===== src/hw/rtl/stc_pkg.sv =====
// Shared types, token codes and character-class functions for the script
// token classifier. No dependencies.
package stc_pkg;

    // Request payloads
    typedef struct packed {
        logic [7:0] text_byte;
        logic       end_of_text;
    } t_in;

    typedef struct packed {
        logic [7:0] token_code;
        logic [7:0] token_length;
        logic       last_of_run;
    } t_out;

    // Results caused by one input byte, packed first to second
    typedef struct packed {
        logic [1:0] count;
        t_out       first;
        t_out       second;
    } t_lex_out;

    // First eight label characters, entry 0 is the first character
    typedef logic [7:0][7:0] t_prefix;

    // What a byte does when it starts a fresh token
    typedef struct packed {
        logic       emit;
        logic [7:0] code;
        logic [7:0] len;
        logic       open_label;
        logic       open_math;
    } t_start;

    localparam logic [7:0] CODE_STRING   = 8'd1;
    localparam logic [7:0] CODE_NUMBER   = 8'd2;
    localparam logic [7:0] CODE_LABEL    = 8'd3;
    localparam logic [7:0] CODE_KW_FIRST = 8'd204;
    localparam logic [7:0] CODE_EQ_EQ    = 8'd224;
    localparam logic [7:0] CODE_EQ       = 8'd242;
    localparam logic [7:0] CODE_UNDEF    = 8'd255;
    localparam logic [7:0] ASCII_TOP     = 8'd127;
    localparam logic [7:0] PREFIX_LEN    = 8'd8;

    localparam int KW_NUM = 15;

    // Keywords, right aligned: the last character sits in the low byte
    localparam logic [63:0] KW_TEXT [KW_NUM] = '{
        64'("exit"), 64'("catch"), 64'("try"), 64'("while"), 64'("do"),
        64'("for"), 64'("else"), 64'("if"), 64'("var"), 64'("local"),
        64'("global"), 64'("function"), 64'("return"), 64'("continue"),
        64'("break")
    };
    localparam logic [3:0] KW_LEN [KW_NUM] = '{
        4'd4, 4'd5, 4'd3, 4'd5, 4'd2, 4'd3, 4'd4, 4'd2,
        4'd3, 4'd5, 4'd6, 4'd8, 4'd6, 4'd8, 4'd5
    };

    function automatic logic is_alpha(input logic [7:0] c);
        return (c >= "a" && c <= "z") || (c >= "A" && c <= "Z");
    endfunction

    function automatic logic is_digit(input logic [7:0] c);
        return c >= "0" && c <= "9";
    endfunction

    function automatic logic is_name_head(input logic [7:0] c);
        return c == "_" || c == "$" || is_alpha(c);
    endfunction

    function automatic logic is_math(input logic [7:0] c);
        return c == "=" || c == "+" || c == "-" || c == "*" || c == "/" ||
               c == "%" || c == "&" || c == "|" || c == "^" || c == "!" ||
               c == "<" || c == ">";
    endfunction

    // Punctuation code, zero when the byte is not punctuation
    function automatic logic [7:0] punct_code(input logic [7:0] c);
        logic [7:0] r;
        case (c)
            ".":     r = 8'd246;
            ";":     r = 8'd247;
            ",":     r = 8'd248;
            "]":     r = 8'd249;
            ")":     r = 8'd250;
            "}":     r = 8'd251;
            "[":     r = 8'd252;
            "(":     r = 8'd253;
            "{":     r = 8'd254;
            default: r = 8'd0;
        endcase
        return r;
    endfunction

    function automatic logic [7:0] math_single(input logic [7:0] c);
        logic [7:0] r;
        case (c)
            ">":     r = 8'd219;
            "<":     r = 8'd220;
            "!":     r = 8'd225;
            "^":     r = 8'd228;
            "|":     r = 8'd229;
            "&":     r = 8'd230;
            "%":     r = 8'd231;
            "/":     r = 8'd238;
            "*":     r = 8'd239;
            "-":     r = 8'd240;
            "+":     r = 8'd241;
            "=":     r = CODE_EQ;
            default: r = CODE_UNDEF;
        endcase
        return r;
    endfunction

    function automatic logic [7:0] math_pair(input logic [7:0] a, input logic [7:0] b);
        logic [7:0] r;
        r = CODE_UNDEF;
        if (b == "=") begin
            case (a)
                ">":     r = 8'd221;
                "<":     r = 8'd222;
                "!":     r = 8'd223;
                "=":     r = CODE_EQ_EQ;
                "/":     r = 8'd234;
                "*":     r = 8'd235;
                "-":     r = 8'd236;
                "+":     r = 8'd237;
                default: r = CODE_UNDEF;
            endcase
        end else if (a == b) begin
            case (a)
                "|":     r = 8'd226;
                "&":     r = 8'd227;
                "-":     r = 8'd232;
                "+":     r = 8'd233;
                default: r = CODE_UNDEF;
            endcase
        end
        return r;
    endfunction

    // Keyword lookup; fits is low for labels longer than the prefix
    function automatic logic [7:0] label_code(input t_prefix pre, input logic [3:0] len,
                                              input logic fits);
        logic [7:0] r;
        logic       same;
        r = CODE_LABEL;
        for (int k = KW_NUM - 1; k >= 0; k--) begin
            same = fits && (len == KW_LEN[k]);
            for (int j = 0; j < 8; j++) begin
                if (4'(j) < KW_LEN[k]) begin
                    same = same && (pre[j] == KW_TEXT[k][8 * (KW_LEN[k] - 4'(j) - 4'd1) +: 8]);
                end
            end
            if (same) begin
                r = CODE_KW_FIRST + 8'(k);
            end
        end
        return r;
    endfunction

    // Result item; code 255 always carries length zero
    function automatic t_out make_out(input logic [7:0] code, input logic [7:0] len);
        t_out r;
        r.token_code   = code;
        r.token_length = (code == CODE_UNDEF) ? 8'd0 : len;
        r.last_of_run  = 1'b0;
        return r;
    endfunction

    // Classify a byte that begins a new token
    function automatic t_start start_byte(input logic [7:0] b);
        t_start r;
        r = '0;
        if (b > ASCII_TOP) begin
            r.emit = 1'b1;
            r.code = b;
        end else if (b == "'" || b == "\"") begin
            r.emit = 1'b1;
            r.code = CODE_STRING;
        end else if (is_digit(b)) begin
            r.emit = 1'b1;
            r.code = CODE_NUMBER;
        end else if (is_name_head(b)) begin
            r.open_label = 1'b1;
        end else if (punct_code(b) != 8'd0) begin
            r.emit = 1'b1;
            r.code = punct_code(b);
            r.len  = 8'd1;
        end else if (is_math(b)) begin
            r.open_math = 1'b1;
        end else begin
            r.emit = 1'b1;
            r.code = CODE_UNDEF;
        end
        return r;
    endfunction

endpackage


===== src/hw/rtl/stc_lexer.sv =====
// Lexer state and per-byte classification for the script token classifier.
// Depends on stc_pkg.
module stc_lexer #(
    parameter int MAX_NAME_LEN = 64
) (
    input  logic              i_clk,
    input  logic              i_rst_n,
    input  logic              i_take,
    input  stc_pkg::t_in      i_item,
    output stc_pkg::t_lex_out o_res
);

    localparam int CW = $clog2(MAX_NAME_LEN + 1);

    typedef enum logic [1:0] {
        MODE_IDLE  = 2'd0,
        MODE_MATH  = 2'd1,
        MODE_LABEL = 2'd2
    } t_mode;

    t_mode            r_mode, n_mode;
    logic [7:0]       r_pend, n_pend;
    stc_pkg::t_prefix r_pre, n_pre;
    logic [CW-1:0]    r_cnt, n_cnt;

    stc_pkg::t_out    e [3];
    logic [2:0]       ev;
    stc_pkg::t_start  sb;
    logic             sb_use;
    logic [7:0]       b;

    // Next state and up to three candidate results
    always_comb begin
        b      = i_item.text_byte;
        n_mode = r_mode;
        n_pend = r_pend;
        n_pre  = r_pre;
        n_cnt  = r_cnt;
        ev     = '0;
        e[0]   = '0;
        e[1]   = '0;
        e[2]   = '0;
        sb_use = 1'b0;
        sb     = stc_pkg::start_byte(b);

        case (r_mode)
            MODE_LABEL: begin
                if (stc_pkg::is_name_head(b) || stc_pkg::is_digit(b)) begin
                    if (r_cnt < CW'(stc_pkg::PREFIX_LEN)) begin
                        n_pre[r_cnt[2:0]] = b;
                    end
                    n_cnt = r_cnt + CW'(1);
                    // length cap closes the label on this byte
                    if (n_cnt >= CW'(MAX_NAME_LEN)) begin
                        ev[0]  = 1'b1;
                        e[0]   = stc_pkg::make_out(
                            stc_pkg::label_code(n_pre, n_cnt[3:0],
                                                n_cnt <= CW'(stc_pkg::PREFIX_LEN)),
                            8'(n_cnt));
                        n_mode = MODE_IDLE;
                    end
                end else begin
                    ev[0]  = 1'b1;
                    e[0]   = stc_pkg::make_out(
                        stc_pkg::label_code(r_pre, r_cnt[3:0],
                                            r_cnt <= CW'(stc_pkg::PREFIX_LEN)),
                        8'(r_cnt));
                    n_mode = MODE_IDLE;
                    sb_use = 1'b1;
                end
            end
            MODE_MATH: begin
                n_mode = MODE_IDLE;
                ev[0]  = 1'b1;
                if (stc_pkg::is_math(b)) begin
                    if (r_pend == "=") begin
                        // '=' pairs only with '='
                        if (b == "=") begin
                            e[0] = stc_pkg::make_out(stc_pkg::CODE_EQ_EQ, 8'd2);
                        end else begin
                            e[0]   = stc_pkg::make_out(stc_pkg::CODE_EQ, 8'd1);
                            sb_use = 1'b1;
                        end
                    end else begin
                        e[0] = stc_pkg::make_out(stc_pkg::math_pair(r_pend, b), 8'd2);
                    end
                end else begin
                    e[0]   = stc_pkg::make_out(stc_pkg::math_single(r_pend), 8'd1);
                    sb_use = 1'b1;
                end
            end
            default: begin
                sb_use = 1'b1;
            end
        endcase

        // Fresh token start
        if (sb_use) begin
            n_mode = MODE_IDLE;
            ev[1]  = sb.emit;
            e[1]   = stc_pkg::make_out(sb.code, sb.len);
            if (sb.open_label) begin
                n_pre[0] = b;
                n_cnt    = CW'(1);
                n_mode   = MODE_LABEL;
            end
            if (sb.open_math) begin
                n_pend = b;
                n_mode = MODE_MATH;
            end
        end

        // End of text flushes what is pending
        if (i_item.end_of_text) begin
            if (n_mode == MODE_MATH) begin
                ev[2] = 1'b1;
                e[2]  = stc_pkg::make_out(stc_pkg::math_single(n_pend), 8'd1);
            end else if (n_mode == MODE_LABEL) begin
                ev[2] = 1'b1;
                e[2]  = stc_pkg::make_out(
                    stc_pkg::label_code(n_pre, n_cnt[3:0],
                                        n_cnt <= CW'(stc_pkg::PREFIX_LEN)),
                    8'(n_cnt));
            end
            n_mode = MODE_IDLE;
        end
    end

    // Keep the first two candidates, mark the last one kept
    always_comb begin
        o_res        = '0;
        o_res.first  = ev[0] ? e[0] : (ev[1] ? e[1] : e[2]);
        o_res.second = (ev[0] && ev[1]) ? e[1] : e[2];
        case (ev)
            3'b000:                      o_res.count = 2'd0;
            3'b001, 3'b010, 3'b100:      o_res.count = 2'd1;
            default:                     o_res.count = 2'd2;
        endcase
        if (o_res.count == 2'd1) begin
            o_res.first.last_of_run = 1'b1;
        end
        if (o_res.count == 2'd2) begin
            o_res.second.last_of_run = 1'b1;
        end
    end

    // Control state
    always_ff @(posedge i_clk) begin
        if (!i_rst_n) begin
            r_mode <= MODE_IDLE;
            r_pend <= '0;
            r_cnt  <= '0;
        end else if (i_take) begin
            r_mode <= n_mode;
            r_pend <= n_pend;
            r_cnt  <= n_cnt;
        end
    end

    // Label prefix, only entries below the count are read
    always_ff @(posedge i_clk) begin
        if (i_take) begin
            r_pre <= n_pre;
        end
    end

endmodule


===== src/hw/rtl/script_token_classifier.sv =====
// Top level of the script token classifier: lexer plus result queue.
// Depends on stc_pkg and stc_lexer.
//
//  channel | direction | handshake          | payload
//  --------+-----------+--------------------+------------------------------
//  input   | in        | i_valid / o_stall  | i_data  (stc_pkg::t_in)
//  result  | out       | o_valid / i_stall  | o_data  (stc_pkg::t_out)
//
// A byte is classified in the cycle it is accepted and its results land in a
// three-entry result queue; one result leaves per cycle while i_stall is low.
// Sustained rate is then one byte per cycle while bytes cause at most one
// result; a byte with two results holds the input off as the queue drains.
// Synchronous active-low reset empties the queue and returns the lexer to idle.
// i_stall holds the queue head; the input stalls when two or more results wait.
module script_token_classifier #(
    parameter int MAX_NAME_LEN = 64
) (
    input  logic          i_clk,
    input  logic          i_rst_n,
    input  logic          i_valid,
    output logic          o_stall,
    input  stc_pkg::t_in  i_data,
    output logic          o_valid,
    input  logic          i_stall,
    output stc_pkg::t_out o_data
);

    localparam int QD = 3;

    stc_pkg::t_lex_out res;
    stc_pkg::t_out     r_q [QD];
    stc_pkg::t_out     n_q [QD];
    logic [1:0]        r_cnt, n_cnt;
    logic [1:0]        base;
    logic              take;
    logic              pop;

    assign o_stall = (r_cnt > 2'd1);
    assign take    = i_valid && !o_stall;
    assign o_valid = (r_cnt != 2'd0);
    assign pop     = o_valid && !i_stall;
    assign o_data  = r_q[0];

    stc_lexer #(
        .MAX_NAME_LEN(MAX_NAME_LEN)
    ) u_lexer (
        .i_clk   (i_clk),
        .i_rst_n (i_rst_n),
        .i_take  (take),
        .i_item  (i_data),
        .o_res   (res)
    );

    // Queue: shift out the head, append new results behind what remains
    always_comb begin
        for (int i = 0; i < QD; i++) begin
            n_q[i] = r_q[i];
        end
        if (pop) begin
            for (int i = 0; i < QD - 1; i++) begin
                n_q[i] = r_q[i + 1];
            end
        end
        base  = r_cnt - {1'b0, pop};
        n_cnt = base;
        if (take) begin
            if (res.count != 2'd0) begin
                n_q[base] = res.first;
            end
            if (res.count == 2'd2) begin
                n_q[base + 2'd1] = res.second;
            end
            n_cnt = base + res.count;
        end
    end

    always_ff @(posedge i_clk) begin
        if (!i_rst_n) begin
            r_cnt <= '0;
        end else begin
            r_cnt <= n_cnt;
        end
    end

    always_ff @(posedge i_clk) begin
        for (int i = 0; i < QD; i++) begin
            r_q[i] <= n_q[i];
        end
    end

endmodule

===== config.mk =====
export PLATFORM = sky130hd
export DESIGN_NAME = script_token_classifier
export DESIGN_NICKNAME = d
export VERILOG_FILES = /design/src/hw/rtl/stc_pkg.sv /design/src/hw/rtl/stc_lexer.sv /design/src/hw/rtl/script_token_classifier.sv
export SDC_FILE = /design/constraint.sdc
export NUM_CORES = 1
export LEC_CHECK = 0
export ABC_CLOCK_PERIOD_IN_PS = 6300
export BUFFER_PORTS_ARGS = -buffer_cell sky130_fd_sc_hd__buf_4
export CAP_MARGIN = 40
export CORE_ASPECT_RATIO = 1.5
export CORE_UTILIZATION = 40
export DETAILED_ROUTE_END_ITERATION = 7
export PLACE_DENSITY_LB_ADDON = 0.25
export SLEW_MARGIN = 20
export SYNTH_ARGS = -nofsm -noshare
export SYNTH_HDL_FRONTEND = slang
export SYNTH_SLANG_ARGS = --single-unit

===== constraint.sdc =====
create_clock -name i_clk -period 6.3 [get_ports i_clk]
set_clock_uncertainty 0.2 [all_clocks]
set_input_delay 0.315 -clock i_clk [delete_from_list [all_inputs] [get_ports i_clk]]
set_output_delay 0.315 -clock i_clk [all_outputs]
set_load 0.01 [all_outputs]

# Yosys cells after proc, flatten, opt, wreduce, memory -nomap -nowiden
# Memory sizes are Yosys's and may differ from the RTL's.
# Index checks and enable logic that the tools add are counted.
[totals]
reg_bits = 83
ram_bits = 51
input_bits = 13
out_inout_bits = 19
mem_count = 1
[op_classes]
n_addsub = 4
order_cmp = 19
n_eq_ne = 240
n_mux = 699
bitwise = 2
n_reduce_logical = 254
[memory_table]
columns = ["memory", "depth", "word_bits", "read_ports", "rd_clocked_by_memory_dff", "wr", "line_no", "rtl"]
rows = [
  ["r_q", 3, 17, 3, 0, 3, "script_token_classifier.sv:31", "stc_pkg::t_out r_q [QD];"],
]
[op_table]
columns = ["cell", "n"]
rows = [
  ["== test 8 x 7 -> 1 bit (second input constant)", 167],
  ["two-way mux 8 bit", 72],
  ["two-way mux 1 bit", 563],
  ["two-way mux 64 bit", 5],
  ["== test 8 x 6 -> 1 bit (second input constant)", 38],
  ["two-way mux 17 bit", 14],
  ["logical AND 1 bit", 231],
  ["two-way mux 51 bit", 4],
  ["case mux 6 bit (12 select lines)", 2],
  ["bitwise mux 51 bit", 2],
  ["case mux 8 bit (9 select lines)", 1],
  ["demux 17 bit (select 2 bit)", 2],
  ["bitwise mux 64 bit", 1],
  ["== test 8 bit (second input constant)", 7],
  ["two-way mux 7 bit", 7],
  ["two-way mux 9 bit", 5],
  ["case mux 6 bit (7 select lines)", 1],
  ["== test 4 x 3 -> 1 bit (second input constant)", 9],
  ["two-way mux 34 bit", 1],
  ["case mux 17 bit (2 select lines)", 1],
  ["two-way mux 10 bit", 3],
  ["demux 8 bit (select 3 bit)", 1],
  ["== test 4 x 2 -> 1 bit (second input constant)", 6],
  ["<= comparator 7 x 4 -> 1 bit (second input constant)", 3],
  ["35 further kinds", 72],
]

# Longest topological paths before layout
# Gate-level depths: netlist of the first run.
[logic_depth]
depth_word = 85
ltp_mapped = 19
ltp_nobuf = 17

# Cells and area by module
# A second synthesis of the first run with hierarchy kept.
[unflattened]
hier_cells = 1560
area_unflattened_um2 = 12298.0
[modules_own_cells]
columns = ["module", "instances", "cells_per_inst", "area_each_um2", "seq_area_each_um2"]
rows = [
  ["stc_lexer", 1, 1291, 9399.0, 2262.2],
  ["script_token_classifier", 1, 269, 2899.0, 1231.2],
]

# Worst setup path before layout of the first run
# OpenSTA, ideal clock, no wires.
[synth_timing]
path_type = "input to register"
startpoint = "in i_data[1] (netlist bit)"
endpoint = "mem r_q[0][50] (netlist bit), data pin"
arrival_ns = 4.008
path_slack_ns = 1.820
stages = 15
n_path_buf = 4
path_cell_list = "clkbuf_1 > or4_1 > o221ai_2 > buf_4 > o2111ai_2 > a211oi_2 > clkbuf_1 > a21oi_1 > ha_1 > nand2b_1 > nand2_1 > nand2_1 > nor3_1 > clkbuf_1 > a21oi_1"
[synth_lines]
columns = ["item", "line_no", "rtl"]
rows = [
  ["start, declared", "script_token_classifier.sv:22", "input stc_pkg::t_in i_data,"],
  ["end, declared", "script_token_classifier.sv:31", ""],
]

==> flow_summary.json, run 1 <==
{
  "status": "finished, final reports clean",
  "h-tree-depth": 4,
  "maxClockFrequency_mhz": 188,
  "layout_setup_ws_ns": 0.993,
  "final.setup.tns_ns": 0,
  "power.density_cell_area_nw_per_um2": 293,
  "netlist_top_cells_area": "edfxtp_1, dfxtp_1, nand2_1",
  "wirelength_mm": 57.5,
  "drc": 0,
  "pre_cts_slack_ns": 0.815,
  "cts_resized": 0,
  "worst_pin_slew_ns": 0.990,
  "post_drt_wl_per_cell_um": 29.7,
  "rsz0062_at_grt": "no",
  "core-area_sq_um": 28800,
  "io_buffers": 31,
  "synthSimpleGateAreaFrac_pct": 32.2,
  "synth_xor_xnor_area_share_pct": 1.79,
  "cts.sinks": 134,
  "cts.path.max_buffers": 2,
  "overflow": 0,
  "drv_cap": 0,
  "hold_viol_final": 0,
  "grt_pass1_wl_mm": 83.2,
  "nets": 1555,
  "synth-compound-area-share_pct": 24.5,
  "num_antenna_cells": 0,
  "synthFlopType": "edfxtp_1",
  "period_share_pct": 84.2,
  "critPathKind": "flop to flop",
  "worst_hold_slack_ns": 0.0233,
  "critPathLaunchType": "flop",
  "path_clk_slew_ns": 0.07,
  "cts_root_buffer": "clkbuf_16",
  "postCtsSetupRepairBufs": 0,
  "synth_area_leader_cell": "edfxtp_1",
  "num_io_pins": 32,
  "antenna_found_initial": 0,
  "postRouteAntennaNets": 0,
  "num_vias": 12700,
  "avgSynthCellArea_sq_um": 7.60,
  "hpwl_mm": 44.6,
  "drive_above_1_share_pct": 10.9,
  "mostFrequentLayoutCell": "nand2_1",
  "cts_tree": "yes",
  "place_congestion": 1.02,
  "slew_headroom_pct": 33.5,
  "grt_pass1_vias": 12200,
  "final_cell_mix": "nand2_1, nor2_1, o21ai_0",
  "crit_required_ns": 6.40,
  "synthMuxAreaShare_pct": 5.09,
  "die-area_sq_um": 30100,
  "fill_cells": 3003,
  "row_count": 76,
  "synth_top_family_by_area": "simple AND/OR/NAND/NOR gates",
  "yosys_warnings": 0,
  "ctsHoldBuffers": 0,
  "synthAdderAreaFrac_pct": 1.26,
  "ys_types": 97,
  "first_pass_iters": 8,
  "total_leakage_power_nw": 4.54,
  "postSynthNetCount": 1572,
  "cts_buffers": 17,
  "yosys_register_bits": 134,
  "synth_top_area_share_pct": 20.7,
  "syn_to_final_growth_pct": 10.0,
  "finalSetupViolCount": 0,
  "chipWidth_um": 142,
  "start_util_pct": 40.8,
  "critPathCaptureType": "flop",
  "hold_class": "input pin to flop",
  "vdd_ir_drop_max_v": 0.000202,
  "die_y_um": 212,
  "viasPerCell": 6.56,
  "cp.arrival_ns": 5.41,
  "syn-cell-area_sq_um": 11800,
  "syn_inst": 1548,
  "slew_viol_final": 0,
  "yosysSeqAreaShare_pct": 29.7,
  "drt_iter0_drc": 1126,
  "track_usage_pct": 38.9,
  "synth_edf_count": 81,
  "grt_max_degree": 65,
  "clkLatencyLatePin_ns": 0.47,
  "min_period_ns": 5.31,
  "worst-path-max-fanout": 14,
  "r2r_cells": 12,
  "min_path_cells": 2,
  "synth-async-reset-ratio_pct": 0
}
[through the flow]
stage / utilization, % / instance area [sq um] / total power, W / instances
2_1_floorplan: - / 11800 / 0.00235 / 1548
3_3_place_gp: 42.7 / 12300 / 0.00274 / 1896
3_5_place_dp: 42.8 / 12300 / 0.00276 / 1899
4_1_cts: 44.9 / 12900 / 0.00378 / 1931
5_1_grt: 44.9 / 12900 / 0.00397 / 1934
6_report: 44.9 / 12900 / 0.00379 / 1934
[worst paths after layout]
check | start | to | slack [ns]
max | u_lexer.r_cnt[3] | r_q[0][16] | 0.99
min | i_rst_n | u_lexer.r_mode[1] | 0.02
max reg2reg | u_lexer.r_cnt[3] | r_q[0][16] | 0.99
min reg2reg | r_q[0][8] | r_q[0][8] | 0.26
[registers in the layout, indices dropped and copies added (netlist names)]
| register | count |
|---|---|
| r_cnt | 2 |
| u_lexer.r_mode | 2 |
| u_lexer.r_pre | 64 |
| r_q | 51 |
| u_lexer.r_cnt | 7 |
| u_lexer.r_pend | 8 |
[worst max-delay path, cell delays in order, from the launching register on]
cell,delay [ns]
dfxtp_1,0.50
or4_1,0.67
nor2_1,0.24
nand2_1,0.32
o311ai_0,0.82
mux2i_1,0.19
nand4b_1,0.24
o311ai_1,0.12
a2111oi_0,0.54
nor4b_2,0.48
nor3_1,0.11
a211oi_1,0.46
o221ai_1,0.24
[synth_stat cells, types with 23 or more instances]
cell / instances
a21oi_1: 89
and2_1: 23
clkbuf_1: 78
dfxtp_1: 53
edfxtp_1: 81
inv_1: 26
mux2i_1: 47
nand2_1: 241
nand3_1: 59
nand4_1: 26
nor2_1: 137
nor3_1: 55
nor4_1: 34
o21ai_0: 112
o22ai_1: 32
or3_1: 26
[final cells by class]
cell class,instances,area [sq um],share of cell area (%)
clock buffers,18,450,3.48
clock inverters,14,131,1.02
inverters,29,111,0.860
multi-input cells,1267,7640,59.0
flip-flops and latches,134,3490,27.0
well taps,390,488,3.77
repair buffers,82,631,4.87
[kinds of logic (layout without fill, tap and decap cells)]
kind of cell	count (synthesis)	after routing
adder cells (fa/ha/maj)	12	12
buffers and inverters	147	143
multiplexers	58	58
flip-flops	134	134
AO/OA/AOI/OAI	427	427
XOR/XNOR	24	24
AND/OR/NAND/NOR	746	746
[report_power, final]
part           internal (W)  switching [W]
logic              0.000498       0.000838
clock network      0.000545       0.000469
registers           0.00126       0.000179
total               0.00230        0.00149
[layer usage]
metal | GRT usage (%) | part of all wire, % | up-vias
met5 | 0 | 0 | -
li1 | - | - | 5791
met3 | 6.44 | 5.5 | 221
met2 | 67.0 | 49 | 585
met1 | 40.7 | 35 | 6082
met4 | 34.2 | 10 | 0
(Power assumes the default switching activity.)
==> run 2: changes to the inputs <==
--- a/config.mk
+++ b/config.mk
@@ -5,7 +5,7 @@
 export SDC_FILE = /design/constraint.sdc
 export NUM_CORES = 1
 export LEC_CHECK = 0
-export ABC_CLOCK_PERIOD_IN_PS = 6300
+export ABC_CLOCK_PERIOD_IN_PS = 5250
 export BUFFER_PORTS_ARGS = -buffer_cell sky130_fd_sc_hd__buf_4
 export CAP_MARGIN = 40
 export CORE_ASPECT_RATIO = 1.5
==> constraint.sdc (replaced) <==
create_clock -name i_clk -period 5.25 [get_ports i_clk]
set_clock_uncertainty 0.2 [all_clocks]
set_input_delay 0.2625 -clock i_clk [delete_from_list [all_inputs] [get_ports i_clk]]
set_output_delay 0.2625 -clock i_clk [all_outputs]
set_load 0.01 [all_outputs]
==> run 2 against run 1 <==
- non-clock buffer count up 107
- via count grew 3.1%
- worst hold slack got worse by 0.012 ns
- largest power group unchanged
==> flow_summary.json, run 2 (same netlist as run 1, synthesis figures left out) <==
{
  "num_vias": 13100,
  "overflow": 0,
  "post_drt_wl_per_cell_um": 28.5,
  "hold_end": "r_cnt[1]",
  "power.density_cell_area_nw_per_um2": 334,
  "drt_iter0_drc": 961,
  "first_pass_iters": 5,
  "cp.arrival_ns": 5.13,
  "slew_headroom_pct": 36.3,
  "start_util_pct": 40.8,
  "wl_met2_mm": 28.9,
  "switchingPower_w": 0.00178,
  "power_frac_seq_pct": 37.3,
  "drt-met1-wl_mm": 20.3,
  "final.setup.tns_ns": 0,
  "worst-path-max-fanout": 13,
  "status": "finished, final reports clean",
  "min_period_ns": 5.02,
  "period_share_pct": 95.7,
  "hold_viol_final": 0,
  "cts_root_buffer": "clkbuf_16",
  "crit_required_ns": 5.36,
  "postRouteAntennaNets": 0,
  "rrSetupSlack_ns": 0.51,
  "place_congestion": 1.07,
  "path_cells": "dlygate4sd3_1 > buf_4 > or4b_4 > o32a_1 > o221a_2 > buf_4 > or3_1 > a21o_1 > nor4_2 > nand4_1 > a21oi_1 > nor4b_2 > buf_4 > nor3_1 > a211oi_1 > buf_4 > a21oi_1",
  "r2r_cells": 16,
  "fill_cells": 2983,
  "cts_tree": "yes",
  "worst_pin_slew_ns": 0.946,
  "die-area_sq_um": 30100,
  "drv_cap": 0,
  "chipWidth_um": 142,
  "final_util_pct": 47.8,
  "viasPerCell": 6.40,
  "hpwl_mm": 46.1,
  "multi_input_area_sq_um": 7640,
  "wl_met3_mm": 3.10,
  "cts_buffers": 17,
  "hold_class": "input pin to flop",
  "final_cell_mix": "nand2_1, buf_4, nor2_1",
  "drc": 0,
  "r2r_start": "u_lexer.r_mode[0]",
  "p_clk_share_pct": 26.2,
  "min_path_cells": 4,
  "grt_pass1_wl_mm": 84.2,
  "critPathKind": "input pin to flop",
  "finalSetupViolCount": 0,
  "critPathLaunchType": "input pin",
  "largest_register_ffs": 64,
  "row_count": 76,
  "num_antenna_cells": 0,
  "path_clk_slew_ns": 0.07,
  "grt_pass1_vias": 12700,
  "cts.sinks": 134,
  "netSwitchingFraction_pct": 38.7,
  "cp_slowest_cell": "or4b_4",
  "wirelength_mm": 58.1,
  "combPwrFrac_pct": 36.5,
  "crit_top_cell": "buf_4",
  "total_leakage_power_nw": 5.07,
  "slowest_delay_ns": 0.57,
  "rsz0062_at_grt": "no",
  "top_regs": "u_lexer.r_pre (64), r_q (51), u_lexer.r_pend (8)",
  "mostFrequentLayoutCell": "nand2_1",
  "num_io_pins": 32,
  "syn_to_final_growth_pct": 17.2,
  "cts.path.max_buffers": 2,
  "antenna_found_initial": 0,
  "worst_hold_slack_ns": 0.0111,
  "track_usage_pct": 39.3,
  "routed.top_layer": "met4",
  "slew_viol_final": 0,
  "nets": 1662,
  "io_buffers": 31,
  "h-tree-depth": 4,
  "critPathCaptureType": "flop",
  "r2r-end": "r_q[0][50]",
  "largest-register": "u_lexer.r_pre",
  "ff_latch_area_sq_um": 3490,
  "drive_above_1_share_pct": 16.3,
  "p_int_w": 0.00283,
  "core-area_sq_um": 28800,
  "vdd_ir_drop_max_v": 0.000269,
  "maxClockFrequency_mhz": 199,
  "min_from": "i_valid",
  "clkLatencyLatePin_ns": 0.46,
  "grt_max_degree": 53,
  "die_y_um": 212
}
run 2: cell type report:
class	instances	share of cell area, %
clock buffer	18	3.27
sequential	134	25.3
tap	390	3.54
inverter	29	0.808
multi-input combinational	1267	55.5
clock inverter	14	0.953
timing repair buffer	189	10.6
run 2: metal layers:
metal  vias up  track usage, %
met5         -               0
met4         0            35.5
met3       247            7.30
met2       573            68.4
met1      6242            39.6
li1       6005               -
run 2: worst max path at each step:
stage,slack (ns),endpoint,start
5_1_grt,0.04,r_q[0][50],i_data[2]
3_3_place_gp,0.24,r_q[0][49],i_data[2]
3_5_place_dp,0.22,r_q[0][50],i_data[4]
2_1_floorplan,0.82,r_q[0][50],i_data[1]
6_report,0.23,r_q[0][50],i_data[2]
4_1_cts,0.13,r_q[0][50],i_data[2]
run 2: power groups by stage:
stage | Sequential (W) | Combinational (W) | Clock, W
global route | 0.00175 | 0.00182 | 0.00126
global placement | 0.00173 | 0.00163 | 0
detailed placement | 0.00174 | 0.00165 | 0
finish | 0.00172 | 0.00168 | 0.00121
floorplan | 0.00167 | 0.00115 | 0
CTS | 0.00171 | 0.00166 | 0.00122
run 2: what timing repair did:
action | 4_1_cts | 5_1_grt
endpoints found under the hold margin | 9 | 0
resized for setup | 0 | 3
setup buffers | 0 | 0
hold buffers | 9 | 0
endpoints found under the setup margin | 0 | 6
run 2: worst max-delay path: cells and delay by family:
kind | cells | cell delay (ns)
AND/OR/NAND/NOR | 6 | 1.88
buffers and inverters | 5 | 1.25
AO/OA/AOI/OAI | 6 | 1.71
run 2: through the flow:
step / setup WS [ns] / power, W / cells / area (sq um)
CTS: 0.127 / 0.00459 / 2040 / 13800
detailed placement: 0.222 / 0.00338 / 1999 / 13100
floorplan: 0.823 / 0.00281 / 1548 / 11800
finish: 0.227 / 0.00461 / 2041 / 13800
global placement: 0.237 / 0.00336 / 1999 / 13100
global route: 0.0387 / 0.00483 / 2041 / 13800
